**config.mk**
```make
export PLATFORM = sky130hd
export DESIGN_NAME = date_span_tracker
export DESIGN_NICKNAME = d
export VERILOG_FILES = /design/src/hw/rtl/dst_pkg.sv /design/src/hw/rtl/dst_in_stage.sv /design/src/hw/rtl/dst_day_number.sv /design/src/hw/rtl/date_span_tracker.sv
export SDC_FILE = /design/constraint.sdc
export NUM_CORES = 1
export LEC_CHECK = 0
export BUFFER_PORTS_ARGS = -buffer_cell sky130_fd_sc_hd__buf_2
export CAP_MARGIN = 20
export CORE_UTILIZATION = 50
export CTS_CLUSTER_SIZE = 14
export DETAILED_ROUTE_END_ITERATION = 6
export GPL_TIMING_DRIVEN = 0
export MAX_ROUTING_LAYER = met4
export PLACE_DENSITY = 0.67
export SYNTH_ARGS = -nofsm -noshare
export SYNTH_HDL_FRONTEND = slang
export SYNTH_SLANG_ARGS = --single-unit
```
**constraint.sdc**
```tcl
create_clock -name aclk -period 14.9 [get_ports aclk]
set_input_delay 1.49 -clock aclk [delete_from_list [all_inputs] [get_ports aclk]]
set_output_delay 1.49 -clock aclk [all_outputs]
set_load 0.05 [all_outputs]
```
**src/hw/rtl/dst_pkg.sv**
```systemverilog
// dst_pkg: types, constants and the month table for the date span tracker
// no dependencies
package dst_pkg;

    localparam int YEAR_W  = 14;
    localparam int MONTH_W = 4;
    localparam int DAY_W   = 5;
    localparam int DNUM_W  = 22;
    localparam int Q100_W  = 7;
    localparam int PRIOR_W = 4;
    localparam int DBM_W   = 9;

    localparam logic [YEAR_W-1:0]  YEAR_MAX      = 14'd9999;
    localparam logic [MONTH_W-1:0] MONTH_FIRST   = 4'd1;
    localparam logic [MONTH_W-1:0] MONTH_LAST    = 4'd12;
    localparam logic [PRIOR_W-1:0] PRIOR_MAX     = 4'd12;
    localparam logic [PRIOR_W-1:0] PRIOR_MARCH   = 4'd2;
    localparam int                 RECIP100_W    = 13;
    localparam logic [RECIP100_W-1:0] RECIP100   = 13'd5243;
    localparam int                 RECIP100_SHIFT = 19;
    localparam logic [DNUM_W-1:0]  SPAN_MAX      = 22'd3652790;

    typedef struct packed {
        logic [YEAR_W-1:0]  year;
        logic [Q100_W-1:0]  q100;
        logic [PRIOR_W-1:0] prior;
        logic [DAY_W-1:0]   day;
        logic               last;
        logic               bad;
    } item_t;

    // days before the start of month prior+1 in a common year
    function automatic logic [DBM_W-1:0] days_before_month(input logic [PRIOR_W-1:0] prior);
        logic [DBM_W-1:0] d;
        unique case (prior)
            4'd0:    d = 9'd0;
            4'd1:    d = 9'd31;
            4'd2:    d = 9'd59;
            4'd3:    d = 9'd90;
            4'd4:    d = 9'd120;
            4'd5:    d = 9'd151;
            4'd6:    d = 9'd181;
            4'd7:    d = 9'd212;
            4'd8:    d = 9'd243;
            4'd9:    d = 9'd273;
            4'd10:   d = 9'd304;
            4'd11:   d = 9'd334;
            default: d = 9'd365;
        endcase
        return d;
    endfunction

endpackage

```
**src/hw/rtl/dst_in_stage.sv**
```systemverilog
// dst_in_stage: input register, year saturation, month decode and year/100 by reciprocal
// depends on dst_pkg
module dst_in_stage (
    input  logic                          aclk,
    input  logic                          aresetn,
    input  logic                          s_valid,
    output logic                          s_ready,
    input  logic [dst_pkg::YEAR_W-1:0]    s_year_in,
    input  logic [dst_pkg::MONTH_W-1:0]   s_month_in,
    input  logic [dst_pkg::DAY_W-1:0]     s_day_in,
    input  logic                          s_is_last,
    input  logic                          advance,
    output logic                          item_valid,
    output dst_pkg::item_t                item
);
    import dst_pkg::*;

    logic                             valid_reg;
    logic                             valid_next;
    item_t                            item_reg;
    item_t                            item_next;
    logic [YEAR_W-1:0]                year_sat;
    logic [YEAR_W+RECIP100_W-1:0]     prod;
    logic [MONTH_W-1:0]               month_m1;

    assign s_ready = !valid_reg || advance;

    always_comb begin
        year_sat = (s_year_in > YEAR_MAX) ? YEAR_MAX : s_year_in;
        prod     = (YEAR_W+RECIP100_W)'(year_sat) * (YEAR_W+RECIP100_W)'(RECIP100);
        month_m1 = s_month_in - MONTH_FIRST;

        item_next.year = year_sat;
        item_next.q100 = prod[RECIP100_SHIFT +: Q100_W];
        if (s_month_in == '0) begin
            item_next.prior = '0;
        end else if (month_m1 > PRIOR_MAX) begin
            item_next.prior = PRIOR_MAX;
        end else begin
            item_next.prior = month_m1;
        end
        item_next.day  = s_day_in;
        item_next.last = s_is_last;
        item_next.bad  = (s_month_in < MONTH_FIRST) || (s_month_in > MONTH_LAST);

        valid_next = (s_valid && s_ready) || (valid_reg && !advance);
    end

    always_ff @(posedge aclk) begin
        if (!aresetn) begin
            valid_reg <= 1'b0;
        end else begin
            valid_reg <= valid_next;
        end
    end

    always_ff @(posedge aclk) begin
        if (s_valid && s_ready) begin
            item_reg <= item_next;
        end
    end

    assign item_valid = valid_reg;
    assign item       = item_reg;

endmodule

```
**src/hw/rtl/dst_day_number.sv**
```systemverilog
// dst_day_number: closed-form Gregorian day number from a registered date item
// depends on dst_pkg
module dst_day_number (
    input  dst_pkg::item_t                item,
    output logic [dst_pkg::DNUM_W-1:0]    day_number
);
    import dst_pkg::*;

    logic [YEAR_W-1:0] q_times_100;
    logic [Q100_W-1:0] r100;
    logic              mod4z;
    logic              mod100z;
    logic              mod400z;
    logic              leap;
    logic [DNUM_W-1:0] ceil4;
    logic [DNUM_W-1:0] ceil100;
    logic [DNUM_W-1:0] ceil400;
    logic [DNUM_W-1:0] leaps;
    logic [DNUM_W-1:0] base;

    always_comb begin
        q_times_100 = YEAR_W'(item.q100) * YEAR_W'(100);
        r100        = Q100_W'(item.year - q_times_100);
        mod4z       = (item.year[1:0] == 2'd0);
        mod100z     = (r100 == '0);
        mod400z     = mod100z && (item.q100[1:0] == 2'd0);
        leap        = mod400z || (mod4z && !mod100z);

        ceil4   = (DNUM_W'(item.year) + DNUM_W'(3)) >> 2;
        ceil100 = DNUM_W'(item.q100) + DNUM_W'(!mod100z);
        ceil400 = DNUM_W'(item.q100 >> 2) + DNUM_W'(!mod400z);
        leaps   = ceil4 - ceil100 + ceil400;

        base       = DNUM_W'(item.year) * DNUM_W'(365);
        day_number = base + leaps
                   + DNUM_W'(days_before_month(item.prior))
                   + DNUM_W'((item.prior >= PRIOR_MARCH) && leap)
                   + DNUM_W'(item.day);
    end

endmodule

```
**src/hw/rtl/date_span_tracker.sv**
```systemverilog
// date_span_tracker: top level, min/max tracking over a set of dates and the result register
// depends on dst_pkg, dst_in_stage, dst_day_number
//
// Takes one date per clock unless a held result stalls it, and keeps the smallest and
// largest Gregorian day number (counted from year 0, year 0 leap) of the current set.
// The date marked last gives one result: the span in days and a flag for any month
// outside 1 to 12; the tracker then starts a new set. A last date passes the input
// register, and its result is then registered in the result register; in the second
// stage the closed-form day number and the min/max compare are combinational. Years
// above 9999 are clamped; days are used unchecked.
module date_span_tracker (
    input  logic                          aclk,
    input  logic                          aresetn,
    input  logic                          s_valid,
    output logic                          s_ready,
    input  logic [dst_pkg::YEAR_W-1:0]    s_year_in,
    input  logic [dst_pkg::MONTH_W-1:0]   s_month_in,
    input  logic [dst_pkg::DAY_W-1:0]     s_day_in,
    input  logic                          s_is_last,
    output logic                          m_valid,
    input  logic                          m_ready,
    output logic [dst_pkg::DNUM_W-1:0]    m_span_days,
    output logic                          m_bad_month
);
    import dst_pkg::*;

    logic              item_valid;
    item_t             item;
    logic              advance;
    logic [DNUM_W-1:0] dnum;

    logic              have_reg, have_next;
    logic              err_reg, err_next;
    logic [DNUM_W-1:0] min_reg, min_next;
    logic [DNUM_W-1:0] max_reg, max_next;
    logic              m_valid_reg, m_valid_next;
    logic [DNUM_W-1:0] span_reg, span_next;
    logic              bad_reg, bad_next;
    logic [DNUM_W-1:0] upd_min;
    logic [DNUM_W-1:0] upd_max;
    logic              upd_err;

    dst_in_stage u_in_stage (
        .aclk       (aclk),
        .aresetn    (aresetn),
        .s_valid    (s_valid),
        .s_ready    (s_ready),
        .s_year_in  (s_year_in),
        .s_month_in (s_month_in),
        .s_day_in   (s_day_in),
        .s_is_last  (s_is_last),
        .advance    (advance),
        .item_valid (item_valid),
        .item       (item)
    );

    dst_day_number u_day_number (
        .item       (item),
        .day_number (dnum)
    );

    assign advance = item_valid && (!m_valid_reg || m_ready);

    always_comb begin
        if (!have_reg) begin
            upd_min = dnum;
            upd_max = dnum;
        end else begin
            upd_min = (dnum < min_reg) ? dnum : min_reg;
            upd_max = (dnum > max_reg) ? dnum : max_reg;
        end
        upd_err = err_reg || item.bad;

        have_next    = have_reg;
        err_next     = err_reg;
        min_next     = min_reg;
        max_next     = max_reg;
        span_next    = span_reg;
        bad_next     = bad_reg;
        m_valid_next = m_valid_reg && !m_ready;

        if (advance) begin
            if (item.last) begin
                have_next    = 1'b0;
                err_next     = 1'b0;
                min_next     = '0;
                max_next     = '0;
                span_next    = upd_max - upd_min;
                bad_next     = upd_err;
                m_valid_next = 1'b1;
            end else begin
                have_next = 1'b1;
                err_next  = upd_err;
                min_next  = upd_min;
                max_next  = upd_max;
            end
        end
    end

    always_ff @(posedge aclk) begin
        if (!aresetn) begin
            have_reg    <= 1'b0;
            err_reg     <= 1'b0;
            min_reg     <= '0;
            max_reg     <= '0;
            m_valid_reg <= 1'b0;
        end else begin
            have_reg    <= have_next;
            err_reg     <= err_next;
            min_reg     <= min_next;
            max_reg     <= max_next;
            m_valid_reg <= m_valid_next;
        end
    end

    always_ff @(posedge aclk) begin
        span_reg <= span_next;
        bad_reg  <= bad_next;
    end

    assign m_valid     = m_valid_reg;
    assign m_span_days = span_reg;
    assign m_bad_month = bad_reg;

    // a new result only follows a last-of-set transaction in the second stage
    a_result_from_last: assert property (@(posedge aclk) disable iff (!aresetn)
        (m_valid_reg && !$past(m_valid_reg)) |-> $past(advance && item.last))
        else $error("result without a last-of-set transaction");

    a_clear_after_last: assert property (@(posedge aclk) disable iff (!aresetn)
        (advance && item.last) |=> (!have_reg && !err_reg))
        else $error("set state not cleared after last transaction");

    a_min_le_max: assert property (@(posedge aclk) disable iff (!aresetn)
        have_reg |-> (min_reg <= max_reg))
        else $error("tracked minimum above maximum");

    a_span_range: assert property (@(posedge aclk) disable iff (!aresetn)
        m_valid_reg |-> (span_reg <= SPAN_MAX))
        else $error("span out of range");

endmodule
```
==> results of run 1 <==
==> cell usage after synthesis, types with 7 or more instances <==
cell type / instances
nand4_1: 11
o211ai_1: 8
o21a_1: 8
nor3_1: 11
a21o_1: 26
dfxtp_1: 48
nand2_1: 67
inv_1: 351
xor2_1: 24
o22ai_1: 17
edfxtp_1: 55
nand3_1: 25
and2_1: 20
nor2_1: 69
o21ai_0: 49
nor2b_1: 36
a21oi_1: 72
fa_1: 156
xnor2_1: 63
ha_1: 277
or2_2: 7
nand2b_1: 19
clkbuf_1: 22
a22oi_1: 30
==> layout make-up <==
cell class	instances	area [um^2]
Fill cell	2601	13000
Multi-Input combinational cell	1097	10800
Sequential cell	103	2610
Inverter	352	1320
Tap cell	384	480
Timing Repair Buffer	52	283
Clock buffer	10	229
Buffer	30	123
Clock inverter	6	72.6
==> worst min-delay path by stage <==
stage / end / slack (ps) / cells past startpoint / from
global placement: err_reg / 450 / 2 / err_reg
global route: err_reg / 520 / 2 / err_reg
floorplan: err_reg / 430 / 2 / err_reg
CTS: err_reg / 480 / 2 / err_reg
finish: err_reg / 480 / 2 / err_reg
detailed placement: err_reg / 460 / 2 / err_reg
==> kinds of logic after synthesis <==
logic type / Yosys count / synth area share (%)
adder cells (fa/ha/maj): 433 / 44.4
flip-flops: 103 / 17.6
buffers and inverters: 382 / 9.73
AND/OR/NAND/NOR: 300 / 10.6
multiplexers: 4 / 0.270
AO/OA/AOI/OAI: 272 / 12.1
XOR/XNOR: 88 / 5.29
==> worst max-delay path: cells and delay by family (launching register included) <==
family / cells / cell delay (ps)
compound gates: 22 / 4700
fa+ha+maj: 11 / 4520
simple gates: 10 / 1720
buf+inv: 6 / 1490
flops: 1 / 570
xor+xnor: 1 / 470
mux: 1 / 200
==> per-stage QoR <==
step / worst slack (ps) / hold slack [ps] / utilization [%] / cell area [um^2]
2_1_floorplan: 3280 / 429 / - / 14800
3_3_place_gp: 1220 / 447 / 53.8 / 15600
3_5_place_dp: 1170 / 460 / 53.9 / 15600
4_1_cts: 1110 / 476 / 54.9 / 15900
5_1_grt: 23.4 / 519 / 54.9 / 15900
6_report: 970 / 483 / 54.9 / 15900
==> routing by layer <==
| layer | vias up | part of all wire [%] |
|---|---|---|
| met5 | - | 0 |
| met4 | 0 | 1.4 |
| met3 | 33 | 3.9 |
| met2 | 226 | 48 |
| met1 | 5220 | 47 |
| li1 | 5329 | - |
==> flow_metrics.env, run 1 <==
export IMPL_status="finished clean"
export IMPL_io_buffers=51
export IMPL_hold_violations=0
export IMPL_die_y_um=174
export IMPL_avgSynthCellArea_um2=9.38
export IMPL_finalSetupTns_ps=0
export IMPL_cts_root_buf="clkbuf_16"
export IMPL_slowest_delay_ps=570
export IMPL_die_w_um=174
export IMPL_synth_edf_count=55
export IMPL_syn_num_nets=2043
export IMPL_slew_headroom_pct=34.1
export IMPL_post_cts_buffers=0
export IMPL_tightest_slew_ps=982
export IMPL_critPathArrivalTime_ps=14050
export IMPL_rsz0062_at_grt="no"
export IMPL_routed_via_count=10800
export IMPL_ys_seq_area_share_pct=17.6
export IMPL_drt_first_pass_iters=7
export IMPL_hold_path_class="reg -> reg"
export IMPL_crit_end="m_span_days[20]"
export IMPL_ys_ff_latch=103
export IMPL_crit_fanout=10
export IMPL_synthFlopType="edfxtp_1"
export IMPL_startpoint="u_in_stage.item[21]"
export IMPL_yosys_warnings=0
export IMPL_met2_usage_pct=36.7
export IMPL_r2r_end="m_span_days[20]"
export IMPL_post_drt_wl_per_cell_um=15.8
export IMPL_use_met3_pct=2.58
export IMPL_use_met1_pct=30.3
export IMPL_numCtsBuffers=9
export IMPL_clock_latency_ps=370
export IMPL_final_setup_viol_count=0
export IMPL_crit_path_top_delay_cell="edfxtp_1"
export IMPL_cp_required_ps=15020
export IMPL_startpoint_type="flip-flop"
export IMPL_reg2reg_depth=51
export IMPL_core_area_um2=28900
export IMPL_io_pins=53
export IMPL_start_util_pct=51.3
export IMPL_synthCells=1582
export IMPL_path_common_cell="ha_1"
export IMPL_vias_per_cell=5.31
export IMPL_rrSetupSlack_ps=970
export IMPL_min_period_ps=13930
export IMPL_gp_congestion=0.909
export IMPL_postCtsHoldBufs=0
export IMPL_antenna_cells=0
export IMPL_dp_cells=2018
export IMPL_ant_nets=0
export IMPL_synthTopCellsByArea="ha_1 (23%), fa_1 (21%), edfxtp_1 (11%)"
export IMPL_clkTransAtPathRegs_ps=80
export IMPL_die_area_um2=30400
export IMPL_synth_top_area_share_pct=23.4
export IMPL_yosys_area_top_type="ha_1"
export IMPL_areaGrowthSynthToFinish_pct=7.18
export IMPL_r2r_start="u_in_stage.item[21]"
export IMPL_cts_htree_levels=3
export IMPL_cts_sinks=103
export IMPL_overflow=0
export IMPL_fin_skew_ps=16.3
export IMPL_nets=2106
export IMPL_syn_area_um2=14800
export IMPL_grt_use_total_pct=22.6
export IMPL_grt_pass1_vias=10700
export IMPL_fin_cells=2034
export IMPL_largest_reg_flops=32
export IMPL_fmax_mhz=71.8
export IMPL_drc=0
export IMPL_drv_cap=0
export IMPL_drtIter0Drc=626
export IMPL_dp_hpwl_um=27300
export IMPL_grt_antenna_before_repair=0
export IMPL_endpoint_kind="flip-flop"
export IMPL_rows=62
export IMPL_clock_tree_buffer_depth=2
export IMPL_async_reset_ff_share_pct=0
export IMPL_drv_slew=0
export IMPL_layout_commonest_cell="inv_1"
export IMPL_timing_worst_setup_path_type="reg -> reg"
export IMPL_drive_above_1_share_pct=6.24
export IMPL_cts_repair_resize_count=0
export IMPL_final_cell_mix="inv_1 (351), ha_1 (277), fa_1 (156), a21oi_1 (72), nor2_1 (69)"
export IMPL_fin_crit_sh_pct=93.5
export IMPL_routed_wl_um=32100
export IMPL_synth_cell_types=77
export IMPL_grt_max_degree=24
export IMPL_grt_first_pass_wirelength_um=52800
export IMPL_cts_tree="yes"
export IMPL_grt_busiest_layer="met2"
Power of run 1 is not shown: default switching activity piles up to over one toggle a cycle in this logic, so the estimate is an artifact.
==> run 2, diff against run 1 <==
- CAP_MARGIN: 20 -> default
- CORE_ASPECT_RATIO: default -> 0.5
==> run 2 against run 1 <==
Sequential share of layout area about the same. Cell area down 0.25%. Global-route usage down 0.93 points. Routed wire length down 5.9%. Worst setup slack better by 250 ps. Register-to-register slack better by 250 ps. Die area up 0.13%. Critical path depth up 1. Clock skew about the same. First-iteration DRC count down 17%. Via count down 3.6%. Non-clock buffer count down 1. Critical endpoint unchanged.
==> flow_metrics.env, run 2 (same netlist as run 1, synthesis figures left out) <==
export IMPL_slowest_delay_ps=610
export IMPL_final_cell_mix="inv_1 (351), ha_1 (277), fa_1 (156), a21oi_1 (72), nor2_1 (69)"
export IMPL_cts_sinks=103
export IMPL_ant_nets=0
export IMPL_min_period_ps=13680
export IMPL_core_area_um2=29100
export IMPL_crit_cells=52
export IMPL_grt_max_degree=33
export IMPL_fin_ws_ps=1220
export IMPL_dp_hpwl_um=26300
export IMPL_cts_root_buf="clkbuf_16"
export IMPL_post_cts_buffers=0
export IMPL_post_drt_wl_per_cell_um=14.8
export IMPL_io_buffers=51
export IMPL_gp_congestion=0.925
export IMPL_drv_cap=0
export IMPL_reg2reg_depth=52
export IMPL_fmax_mhz=73.1
export IMPL_cp_top_family="compound AO/OA/AOI/OAI gates"
export IMPL_routed_via_count=10400
export IMPL_timing_worst_setup_path_type="reg -> reg"
export IMPL_numCtsBuffers=9
export IMPL_status="finished clean"
export IMPL_drv_slew=0
export IMPL_start_util_pct=51.0
export IMPL_areaGrowthSynthToFinish_pct=6.91
export IMPL_endpoint_kind="flip-flop"
export IMPL_slew_headroom_pct=41.1
export IMPL_vias_per_cell=5.10
export IMPL_io_pins=53
export IMPL_critPathArrivalTime_ps=13780
export IMPL_cts_htree_levels=3
export IMPL_layout_commonest_cell="inv_1"
export IMPL_drc=0
export IMPL_path_common_cell="ha_1"
export IMPL_finalSetupTns_ps=0
export IMPL_tightest_slew_ps=882
export IMPL_overflow=0
export IMPL_crit_path_top_delay_cell="edfxtp_1"
export IMPL_postCtsHoldBufs=0
export IMPL_rows=44
export IMPL_rsz0062_at_grt="no"
export IMPL_cts_repair_resize_count=0
export IMPL_largest_reg_flops=32
export IMPL_die_w_um=246
export IMPL_cts_tree="yes"
export IMPL_crit_fanout=10
export IMPL_clkTransAtPathRegs_ps=70
export IMPL_nets=2105
export IMPL_cp_required_ps=15000
export IMPL_hold_path_class="reg -> reg"
export IMPL_clock_latency_ps=380
export IMPL_grt_pass1_vias=10100
export IMPL_grt_first_pass_wirelength_um=50100
export IMPL_startpoint_type="flip-flop"
export IMPL_dp_worst_setup_slack_ps=1320
export IMPL_drtIter0Drc=520
export IMPL_drt_first_pass_iters=5
export IMPL_fin_crit_sh_pct=91.8
export IMPL_die_y_um=124
export IMPL_routed_wl_um=30200
export IMPL_grt_use_total_pct=21.7
export IMPL_critical_path_buf_inv_count=7
export IMPL_fin_skew_ps=16.3
export IMPL_clock_tree_buffer_depth=2
export IMPL_drive_above_1_share_pct=6.31
export IMPL_final_setup_viol_count=0
export IMPL_hold_violations=0
export IMPL_whs_path_depth=2
export IMPL_die_area_um2=30400
export IMPL_grt_antenna_before_repair=1
## run 2: per-stage QoR
step,util (%),area (um^2),cells,hold WS [ps]
2_1_floorplan,-,14800,1582,429
3_3_place_gp,53.6,15600,2024,449
3_5_place_dp,53.6,15600,2024,460
4_1_cts,54.5,15900,2040,477
5_1_grt,54.6,15900,2041,516
6_report,54.6,15900,2041,469
## run 2: area by class of cell
cell class	count	area (um^2)
antenna	1	2.50
buffer	30	123
clock buffer	9	225
clock inverter	7	51.3
fill	2652	13200
inverter	352	1320
multi-input combinational	1097	10800
sequential	103	2610
tap	391	489
timing repair buffer	51	255
## run 2: path summary, 6_finish.rpt
check | from | end | slack, ps
max | u_in_stage.item[20] | m_span_days[20] | 1220
min | err_reg | err_reg | 470
max reg2reg | u_in_stage.item[20] | m_span_days[20] | 1220
min reg2reg | err_reg | err_reg | 470
## run 2: layer usage
| layer | share of wire, % | GRT usage, % | up-vias |
|---|---|---|---|
| met3 | 3.4 | 2.71 | 35 |
| met4 | 1.8 | 5.20 | 0 |
| met1 | 51 | 29.7 | 4871 |
| met5 | 0 | - | - |
| li1 | - | - | 5337 |
| met2 | 44 | 34.3 | 174 |
## run 2: tightest hold or removal path, cell delays in order (launching register included)
cell	delay, ps
dfxtp_1	320
a21oi_1	40
nor2_1	70
Power of run 2 is left out for the same reason.
